$ cat src/rtl/core/shc_pkg.sv
// Package for the signature packet header checker.
// Holds the reject codes, the verdict struct and the field constants.
// No dependencies.
`timescale 1ns / 1ps

package shc_pkg;

  // Reject codes carried in the verdict
  typedef enum logic [3:0] {
    RSN_NONE     = 4'd0,
    RSN_TAG      = 4'd1,
    RSN_INDET    = 4'd2,
    RSN_VERSION  = 4'd3,
    RSN_HASHLEN  = 4'd4,
    RSN_TYPE     = 4'd5,
    RSN_ALGO     = 4'd6,
    RSN_HASH     = 4'd7,
    RSN_MPI_LONG = 4'd8
  } reason_t;

  // Verdict for one signature block
  typedef struct packed {
    logic [13:0] mpi_bytes;
    logic [2:0]  trailer_offset;
    logic        hash_select;
    reason_t     reject_reason;
    logic        accepted;
  } verdict_t;

  localparam int unsigned VerdictW = $bits(verdict_t);
  localparam int unsigned OutDataW = ((VerdictW + 7) / 8) * 8;

  // Tag byte fields
  localparam logic [7:0] TagAlways   = 8'h80;
  localparam logic [7:0] TagNewFmt   = 8'h40;
  localparam logic [7:0] TagTypeMask = 8'h3C;
  localparam logic [7:0] TagTypeSig  = 8'h08;
  localparam logic [7:0] TagLenMask  = 8'h03;

  // Length type codes of an old-format tag
  localparam logic [1:0] LenType1 = 2'd0;
  localparam logic [1:0] LenType2 = 2'd1;
  localparam logic [1:0] LenType4 = 2'd2;

  // Expected field values
  localparam logic [7:0] ExpVersion = 8'h03;
  localparam logic [7:0] ExpHashLen = 8'h05;
  localparam logic [7:0] ExpSigType = 8'h00;
  localparam logic [7:0] ExpPkAlgo  = 8'h01;
  localparam logic [7:0] HashSha1   = 8'h02;
  localparam logic [7:0] HashSha256 = 8'h08;

  // Offsets past the header
  localparam logic [4:0] OffVersion = 5'd0;
  localparam logic [4:0] OffHashLen = 5'd1;
  localparam logic [4:0] OffSigType = 5'd2;
  localparam logic [4:0] OffPkAlgo  = 5'd15;
  localparam logic [4:0] OffHashAlg = 5'd16;
  localparam logic [4:0] OffMpiHigh = 5'd19;
  localparam logic [4:0] OffMpiLow  = 5'd20;

  // Fixed bytes between header and MPI data
  localparam logic [16:0] FixedBytes = 17'd21;
  localparam logic [15:0] BlockSizeReset = 16'd2048;

  // Register index of block_size
  localparam logic RegBlockSize = 1'b0;

endpackage

$ cat src/rtl/core/shc_parser.sv
// Input register, parse state and per-byte header checks.
// Depends on shc_pkg.
`timescale 1ns / 1ps

module shc_parser (
  input  logic               clk,
  input  logic               rst,
  input  logic               in_valid,
  output logic               in_ready,
  input  logic [7:0]         in_byte,
  input  logic               in_start,
  input  logic [15:0]        block_size,
  input  logic               out_free,
  output logic               res_valid,
  output shc_pkg::verdict_t  res
);

  // input register
  logic       ir_valid;
  logic [7:0] ir_byte;
  logic       ir_start;

  // parse state
  logic [4:0] pos;
  logic [2:0] hdr_len;
  logic       given;
  logic [7:0] mpi_high;
  logic       hash_kind;

  logic [4:0] pos_next;
  logic [2:0] hdr_len_next;
  logic       given_next;
  logic [7:0] mpi_high_next;
  logic       hash_kind_next;

  // view of state after an optional start mark
  logic [4:0] e_pos;
  logic [2:0] e_hdr;
  logic       e_given;
  logic [7:0] e_high;
  logic       e_hash;

  logic             take;
  logic             verdict;
  shc_pkg::reason_t reason;
  logic [13:0]      mpi;
  logic [4:0]       rel;
  logic [15:0]      bits;
  logic [16:0]      bits_rnd;
  logic [16:0]      need;

  assign take     = ir_valid & out_free;
  assign in_ready = ~ir_valid | out_free;

  // capture one byte request
  always_ff @(posedge clk) begin
    if (rst) begin
      ir_valid <= 1'b0;
    end else if (in_ready) begin
      ir_valid <= in_valid;
    end
  end

  always_ff @(posedge clk) begin
    if (in_valid && in_ready) begin
      ir_byte  <= in_byte;
      ir_start <= in_start;
    end
  end

  assign e_pos   = ir_start ? 5'd0 : pos;
  assign e_hdr   = ir_start ? 3'd0 : hdr_len;
  assign e_given = ir_start ? 1'b0 : given;
  assign e_high  = ir_start ? 8'd0 : mpi_high;
  assign e_hash  = ir_start ? 1'b0 : hash_kind;

  assign rel      = e_pos - {2'd0, e_hdr};
  assign bits     = {e_high, ir_byte};
  assign bits_rnd = {1'b0, bits} + 17'd7;
  assign mpi      = bits_rnd[16:3];
  assign need     = {3'd0, mpi} + {14'd0, e_hdr} + shc_pkg::FixedBytes;

  // checks and next state
  always_comb begin
    pos_next       = e_pos;
    hdr_len_next   = e_hdr;
    given_next     = e_given;
    mpi_high_next  = e_high;
    hash_kind_next = e_hash;
    verdict        = 1'b0;
    reason         = shc_pkg::RSN_NONE;
    if (!e_given) begin
      pos_next = e_pos + 5'd1;
      if (e_pos == 5'd0) begin
        if (((ir_byte & shc_pkg::TagAlways) == 8'd0) ||
            ((ir_byte & shc_pkg::TagNewFmt) != 8'd0) ||
            ((ir_byte & shc_pkg::TagTypeMask) != shc_pkg::TagTypeSig)) begin
          verdict = 1'b1;
          reason  = shc_pkg::RSN_TAG;
        end else begin
          case (ir_byte[1:0])
            shc_pkg::LenType1: hdr_len_next = 3'd2;
            shc_pkg::LenType2: hdr_len_next = 3'd3;
            shc_pkg::LenType4: hdr_len_next = 3'd5;
            default: begin
              verdict = 1'b1;
              reason  = shc_pkg::RSN_INDET;
            end
          endcase
        end
      end else if (e_pos >= {2'd0, e_hdr}) begin
        case (rel)
          shc_pkg::OffVersion: if (ir_byte != shc_pkg::ExpVersion) begin
            verdict = 1'b1;
            reason  = shc_pkg::RSN_VERSION;
          end
          shc_pkg::OffHashLen: if (ir_byte != shc_pkg::ExpHashLen) begin
            verdict = 1'b1;
            reason  = shc_pkg::RSN_HASHLEN;
          end
          shc_pkg::OffSigType: if (ir_byte != shc_pkg::ExpSigType) begin
            verdict = 1'b1;
            reason  = shc_pkg::RSN_TYPE;
          end
          shc_pkg::OffPkAlgo: if (ir_byte != shc_pkg::ExpPkAlgo) begin
            verdict = 1'b1;
            reason  = shc_pkg::RSN_ALGO;
          end
          shc_pkg::OffHashAlg: begin
            if (ir_byte == shc_pkg::HashSha1) begin
              hash_kind_next = 1'b0;
            end else if (ir_byte == shc_pkg::HashSha256) begin
              hash_kind_next = 1'b1;
            end else begin
              verdict = 1'b1;
              reason  = shc_pkg::RSN_HASH;
            end
          end
          shc_pkg::OffMpiHigh: mpi_high_next = ir_byte;
          shc_pkg::OffMpiLow: begin
            verdict = 1'b1;
            reason  = (need > {1'b0, block_size}) ? shc_pkg::RSN_MPI_LONG
                                                 : shc_pkg::RSN_NONE;
          end
          default: ;
        endcase
      end
      if (verdict) begin
        given_next = 1'b1;
      end
    end
  end

  // verdict fields
  always_comb begin
    res.accepted       = (reason == shc_pkg::RSN_NONE);
    res.reject_reason  = reason;
    res.hash_select    = (reason == shc_pkg::RSN_NONE) ? hash_kind_next : 1'b0;
    res.trailer_offset = (hdr_len_next != 3'd0) ? (hdr_len_next + 3'd2) : 3'd0;
    res.mpi_bytes      = ((reason == shc_pkg::RSN_NONE) ||
                          (reason == shc_pkg::RSN_MPI_LONG)) ? mpi : 14'd0;
  end

  assign res_valid = take & verdict;

  // parse state update
  always_ff @(posedge clk) begin
    if (rst) begin
      pos       <= 5'd0;
      hdr_len   <= 3'd0;
      given     <= 1'b1;
      mpi_high  <= 8'd0;
      hash_kind <= 1'b0;
    end else if (take) begin
      pos       <= pos_next;
      hdr_len   <= hdr_len_next;
      given     <= given_next;
      mpi_high  <= mpi_high_next;
      hash_kind <= hash_kind_next;
    end
  end

  // a verdict closes the block
  a_verdict_closes: assert property (@(posedge clk) disable iff (rst)
    res_valid |=> given)
    else $error("verdict given but block still open");

  // a tag-level reject never reports a trailer offset
  a_tag_no_trailer: assert property (@(posedge clk) disable iff (rst)
    (res_valid && (res.reject_reason == shc_pkg::RSN_TAG ||
                   res.reject_reason == shc_pkg::RSN_INDET))
      |-> (res.trailer_offset == 3'd0))
    else $error("trailer offset set on tag reject");

  // no verdict while the block is idle and no start mark comes
  a_idle_silent: assert property (@(posedge clk) disable iff (rst)
    (given && !ir_start) |-> !res_valid)
    else $error("verdict while idle");

endmodule

$ cat config.mk
export PLATFORM = sky130hd
export DESIGN_NAME = shc_parser
export DESIGN_NICKNAME = d
export VERILOG_FILES = /design/src/rtl/core/shc_pkg.sv /design/src/rtl/core/shc_parser.sv
export SDC_FILE = /design/constraint.sdc
export NUM_CORES = 1
export LEC_CHECK = 0
export ABC_AREA = 1
export BUFFER_PORTS_ARGS = -buffer_cell sky130_fd_sc_hd__buf_4
export CAP_MARGIN = 20
export CORE_ASPECT_RATIO = 0.5
export CORE_MARGIN = 10
export CORE_UTILIZATION = 58
export CTS_CLUSTER_DIAMETER = 30
export DETAILED_ROUTE_END_ITERATION = 10
export PLACE_DENSITY = 0.88
export SYNTH_ARGS = -nofsm -noshare
export SYNTH_HDL_FRONTEND = slang
export SYNTH_SLANG_ARGS = --single-unit
$ cat constraint.sdc
create_clock -name clk -period 4.6 [get_ports clk]
set_input_delay 0.46 -clock clk [delete_from_list [all_inputs] [get_ports clk]]
set_output_delay 0.46 -clock clk [all_outputs]
set_load 0.02 [all_outputs]
==> impl_metrics.tcl, run 1 <==
set metrics [dict create \
    critPathRequiredTime_ns 4.14 \
    fp-row-count 18 \
    place_congestion 0.938 \
    hold_start "in_byte[2]" \
    hold_path_depth 1 \
    die-area_mm2 0.00904 \
    hold_class "input port to register" \
    yosys_warnings 0 \
    drt_iter0_markers 463 \
    pin_count 54 \
    report.final.slew_viol_count 0 \
    power_density_mw_per_mm2 179 \
    rsz0062_at_grt "true" \
    cts_buffers 3 \
    grt_max_degree 18 \
    critPathKind "register to primary output" \
    ys_ff_latch 28 \
    crit_cells 26 \
    crit_arrival_ns 4.22 \
    yosys.area.top_type_share_pct 13.3 \
    ys.flop_type "dfxtp_1" \
    skew_ns 0.00734 \
    worst_setup_path_end_kind "primary output" \
    clk_pin_slew_ns 0.10 \
    antenna_found_initial 0 \
    ys_types 41 \
    r2r_cells 14 \
    place_hpwl_mm 7.16 \
    syn2layout_area_growth_pct 29.1 \
    min_period_ns 4.68 \
    clock_sinks 28 \
    hold_viol 0 \
    die_h_um 72.4 \
    cp_top_family "simple AND/OR/NAND/NOR gates" \
    ant_nets 0 \
    cts_tree "done" \
    yosysMostFrequentCell "inv_1" \
    wl_per_cell_um 17.6 \
    n_antenna_cell 0 \
    setup_tns_ns -0.132 \
    finalCritPeriodShare_pct 102 \
    max_stage_delay_ns 0.46 \
    grt_pass1_wl_mm 15.1 \
    clk_latency_ns 0.28 \
    vdd_drop_max_mv 0.146 \
    groute.usage.overall_pct 19.4 \
    p_leak_nw 2.05 \
    ys_seq_area_share_pct 20.4 \
    fin_nets 624 \
    core-area_mm2 0.00511 \
    placed_area_mm2 0.00368 \
    clock-root-buffer "clkbuf_8" \
    cap_viol_max_count 0 \
    synth_cells 482 \
    synth.net_count 547 \
    clockBufferDepth 2 \
    crit_fanout 3 \
    drcViolationCount 0 \
    avgSynthCellArea_um2 6.61 \
    violations "setup timing" \
    synthTopCellsByCount "inv_1, nand2_1, nor2_1" \
    critPathSlowestCell "edfxtp_1" \
    fin_util_pct 80.4 \
    wl_mm 11.1 \
    path_buf_inv 4 \
    synthesis.area_mm2 0.00319 \
    timing.rr.start "ir_start$_DFFE_PP_" \
    htreeDepth 1 \
    synthTopCellsByArea "ha_1, dfxtp_1, inv_1, nand2_1, edfxtp_1" \
    whs_ns 0.350 \
    drive_gt1_share_pct 30.3 \
    via_per_inst 6.01 \
    grt-ovfl-total 0 \
    final_cell_area_mm2 0.00411 \
    async_flop_share_pct 0 \
    start_util_pct 62.3 \
    grt_pass1_vias 3290 \
    synth_edf_count 9 \
    via_count 3775 \
    status "finished, violations left" \
    yosysTopAreaCell "ha_1" \
    dieWidth_um 125 \
    cts_hold_buf 0 \
    fmax_mhz 214 \
    worst_slack_ns -0.0814 \
    cp-start-kind "register" \
    relSlewSlack_pct 32.5 \
    dr.pass1.iters 6 \
    crit_start "ir_byte[2]$_DFFE_PP_" \
    finalSetupViolCount 2 \
    io_buffers 53 \
    worstMarginPinSlew_ns 1.01 \
]
registers in the layout (all words and copies together), names as in the netlist:
signal and flops:
given 1, hash_kind 1, hdr_len 3, ir_byte 8
ir_start 1, ir_valid 1, mpi_high 8, pos 5
worst paths after layout:
path                         endpoint  slack (ns)
min reg2reg  mpi_high[3]$_SDFFE_PP0P_        0.49
min              ir_byte[2]$_DFFE_PP_        0.35
max reg2reg  mpi_high[0]$_SDFFE_PP0P_        1.48
max                            res[5]       -0.08
placed cells by master, fill, tap and decap left out, drive strengths merged:
cell type / instances
dfxtp: 19
inv: 99
nor3: 13
nand3b: 1
o31ai: 1
a2bb2oi: 1
a21oi: 35
o21ai: 19
nor2: 68
clkbuf: 4
a22oi: 1
nand3: 37
or2: 2
a21o: 1
edfxtp: 9
nand4: 13
a31oi: 1
ha: 34
xnor2: 3
a211oi: 3
xor2: 15
buf: 78
nand2: 93
conb: 1
o21bai: 1
fa: 2
nor4: 1
o21a: 3
logic make-up (layout without fill, tap and decap cells):
group,after synthesis,after routing,share of synthesized area (%)
DFF,28,28,20.4
buffers and inverters,105,181,13.2
xor gates and xnor gates,18,18,5.65
other,1,1,0.118
and+or+nand+nor,228,228,34.2
AOI/OAI and AO/OA,66,66,11.9
adders and majority gates,36,36,14.6
per-stage QoR:
stage / setup slack, ns / total power, mW / std cells
4_1_cts: -0.0299 / 0.687 / 622
5_1_grt: -0.264 / 0.771 / 628
6_report: -0.0814 / 0.735 / 628
3_3_place_gp: 0.136 / 0.513 / 606
3_5_place_dp: 0.0322 / 0.519 / 606
2_1_floorplan: 0.176 / 0.445 / 482
metal layers:
layer,GRT usage (%),up-vias,wire length [um]
met3,4.35,110,1260
li1,-,1682,-
met2,34.2,295,5150
met1,23.5,1688,4030
met5,0,-,0
met4,5.96,0,642
final cells by class:
cell class | count | area, um2
flip-flops and latches | 28 | 651
fillers | 336 | 1000
inverters | 99 | 374
repair buffers | 78 | 589
well taps | 70 | 87.6
clock buffers | 4 | 55.1
multi-input cells | 349 | 2360
power breakdown:
group / internal, mW / total, mW / switching (mW)
clock: 0.0767 / 0.153 / 0.0767
sequential: 0.266 / 0.275 / 0.00961
combinational: 0.124 / 0.306 / 0.183
total: 0.466 / 0.735 / 0.269
what timing repair did:
item,CTS,global route
setup buffers,12,6
gates resized for setup,22,29
pin swaps,22,22
endpoints found under the setup margin,3,3
(Power assumes the default switching activity.)
==> run 2, diff against run 1 <==
--- a/config.mk
+++ b/config.mk
@@ -6,7 +6,7 @@
 export NUM_CORES = 1
 export LEC_CHECK = 0
 export ABC_AREA = 1
-export BUFFER_PORTS_ARGS = -buffer_cell sky130_fd_sc_hd__buf_4
+export BUFFER_PORTS_ARGS = -buffer_cell sky130_fd_sc_hd__buf_2
 export CAP_MARGIN = 20
 export CORE_ASPECT_RATIO = 0.5
 export CORE_MARGIN = 10
==> impl_metrics.tcl, run 2 (synthesis results as in run 1) <==
set metrics [dict create \
    critPathSlowestCell "edfxtp_1" \
    clk_latency_ns 0.28 \
    cts_hold_buf 0 \
    clock_sinks 28 \
    clockBufferDepth 2 \
    skew_ns 0.00330 \
    grt-ovfl-total 0 \
    cts_buffers 3 \
    crit_fanout 4 \
    via_count 3633 \
    nFillCells 329 \
    p_leak_nw 2.01 \
    die_h_um 72.4 \
    grt_pass1_vias 3071 \
    critPathKind "register to primary output" \
    clock-root-buffer "clkbuf_8" \
    hold_start "in_byte[3]" \
    antenna_found_initial 0 \
    setup_tns_ns -0.479 \
    clk_pin_slew_ns 0.10 \
    rsz0062_at_grt "true" \
    wl_mm 10.7 \
    place_hpwl_mm 7.06 \
    cap_viol_max_count 0 \
    cp_top_family "simple AND/OR/NAND/NOR gates" \
    place_congestion 0.936 \
    dr.pass1.iters 9 \
    final_cell_mix "inv_1, nand2_1, buf_2" \
    io_buffers 53 \
    core-area_mm2 0.00511 \
    worstMarginPinSlew_ns 0.976 \
    min_period_ns 4.84 \
    timing.rr.end "mpi_high[1]$_SDFFE_PP0P_" \
    cts_tree "done" \
    violations "DRC, setup timing" \
    hold_class "input port to register" \
    power_density_mw_per_mm2 193 \
    drcViolationCount 2 \
    dieWidth_um 125 \
    hold_viol 0 \
    report.final.slew_viol_count 0 \
    fmax_mhz 206 \
    reg2reg_setup_slack_ns 1.53 \
    r2r_cells 14 \
    via_per_inst 5.81 \
    die-area_mm2 0.00904 \
    final_cell_area_mm2 0.00398 \
    groute.usage.overall_pct 18.5 \
    ant_nets 0 \
    pin_count 54 \
    status "finished, violations left" \
    critPathRequiredTime_ns 4.14 \
    start_util_pct 62.3 \
    hold_path_depth 1 \
    fp-row-count 18 \
    layout_commonest_cell "inv_1" \
    wl_per_cell_um 17.1 \
    drive_gt1_share_pct 29.5 \
    crit_arrival_ns 4.38 \
    placed_area_mm2 0.00355 \
    fin_cells 625 \
    dp_cells 607 \
    reg_top3 "ir_byte (8), mpi_high (8), pos (5)" \
    syn2layout_area_growth_pct 24.9 \
    holdPathEnd "ir_byte[3]$_DFFE_PP_" \
    fin_nets 621 \
    cp-start-kind "register" \
    grt_max_degree 18 \
    worst_setup_path_end_kind "primary output" \
    timing.rr.start "ir_start$_DFFE_PP_" \
    finalCritPeriodShare_pct 105 \
    grt_pass1_wl_mm 14.2 \
    n_antenna_cell 0 \
    htreeDepth 1 \
    path_buf_inv 3 \
    vdd_drop_max_mv 0.175 \
    relSlewSlack_pct 34.9 \
    worst_slack_ns -0.245 \
    finalSetupViolCount 3 \
    drt_iter0_markers 533 \
    max_stage_delay_ns 0.45 \
]
## run 2: cell count changes in the layout (fill, tap and decap cells not counted), moves of 2 or more
cell and delta:
buf_4 -53, ha_4 +2, ha_1 -2, buf_2 +50
## run 2: layer usage
| metal | GRT usage (%) | share of wire (%) |
|---|---|---|
| met1 | 22.4 | 38 |
| met2 | 31.7 | 46 |
| met3 | 4.93 | 9.9 |
| met4 | 5.84 | 5.7 |
| met5 | 0 | 0 |
## run 2: worst reg2reg max path, delay by kind of cell, from the launching register on
family / cells / cell delay [ns]
simple gates: 7 / 1.17
buf+inv: 3 / 0.50
compound gates: 3 / 0.48
flops: 1 / 0.45
fa+ha+maj: 1 / 0.41
## run 2: cell type report
cell class	count	area (um2)	area share, %
clock buffer	3	41.3	1.04
sequential	28	651	16.3
timing repair buffer	75	442	11.1
multi-input combinational	349	2360	59.2
clock inverter	1	30.0	0.754
inverter	99	374	9.40
tap	70	87.6	2.20
## run 2: worst max-delay path by stage
stage | start | to | slack (ns) | depth (start not counted)
finish | ir_byte[0]$_DFFE_PP_ | res[5] | -0.24 | 27
global route | ir_byte[0]$_DFFE_PP_ | res[5] | -0.46 | 26
CTS | ir_byte[0]$_DFFE_PP_ | res[5] | -0.04 | 26
detailed placement | ir_byte[0]$_DFFE_PP_ | res[5] | 0.00008 | 26
global placement | ir_byte[0]$_DFFE_PP_ | res[5] | 0.12 | 26
floorplan | ir_byte[0]$_DFFE_PP_ | res[5] | 0.18 | 25
## run 2: timing repair
item                                    CTS  global route
pin swaps                                 9            26
cloned                                    0             0
endpoints found under the setup margin    3             3
resized for setup                         6            44
setup buffers                             5             9
## run 2: per-stage QoR
stage / power, mW / hold WS [ns] / util [%] / setup slack, ns
after CTS: 0.706 / 0.351 / 71.9 / -0.0364
final: 0.770 / 0.350 / 77.9 / -0.245
after global placement: 0.500 / 0.454 / 69.5 / 0.118
after detailed placement: 0.507 / 0.457 / 69.5 / 0.0000795
after global routing: 0.805 / 0.334 / 77.9 / -0.458
after floorplan: 0.445 / 0.440 / - / 0.176
## run 2: report_power, final
| group | internal, mW | total, mW | leakage (nW) | switching, mW |
|---|---|---|---|---|
| clock | 0.117 | 0.198 | 0.0357 | 0.0816 |
| sequential | 0.266 | 0.275 | 0.241 | 0.00916 |
| combinational | 0.114 | 0.297 | 1.73 | 0.183 |
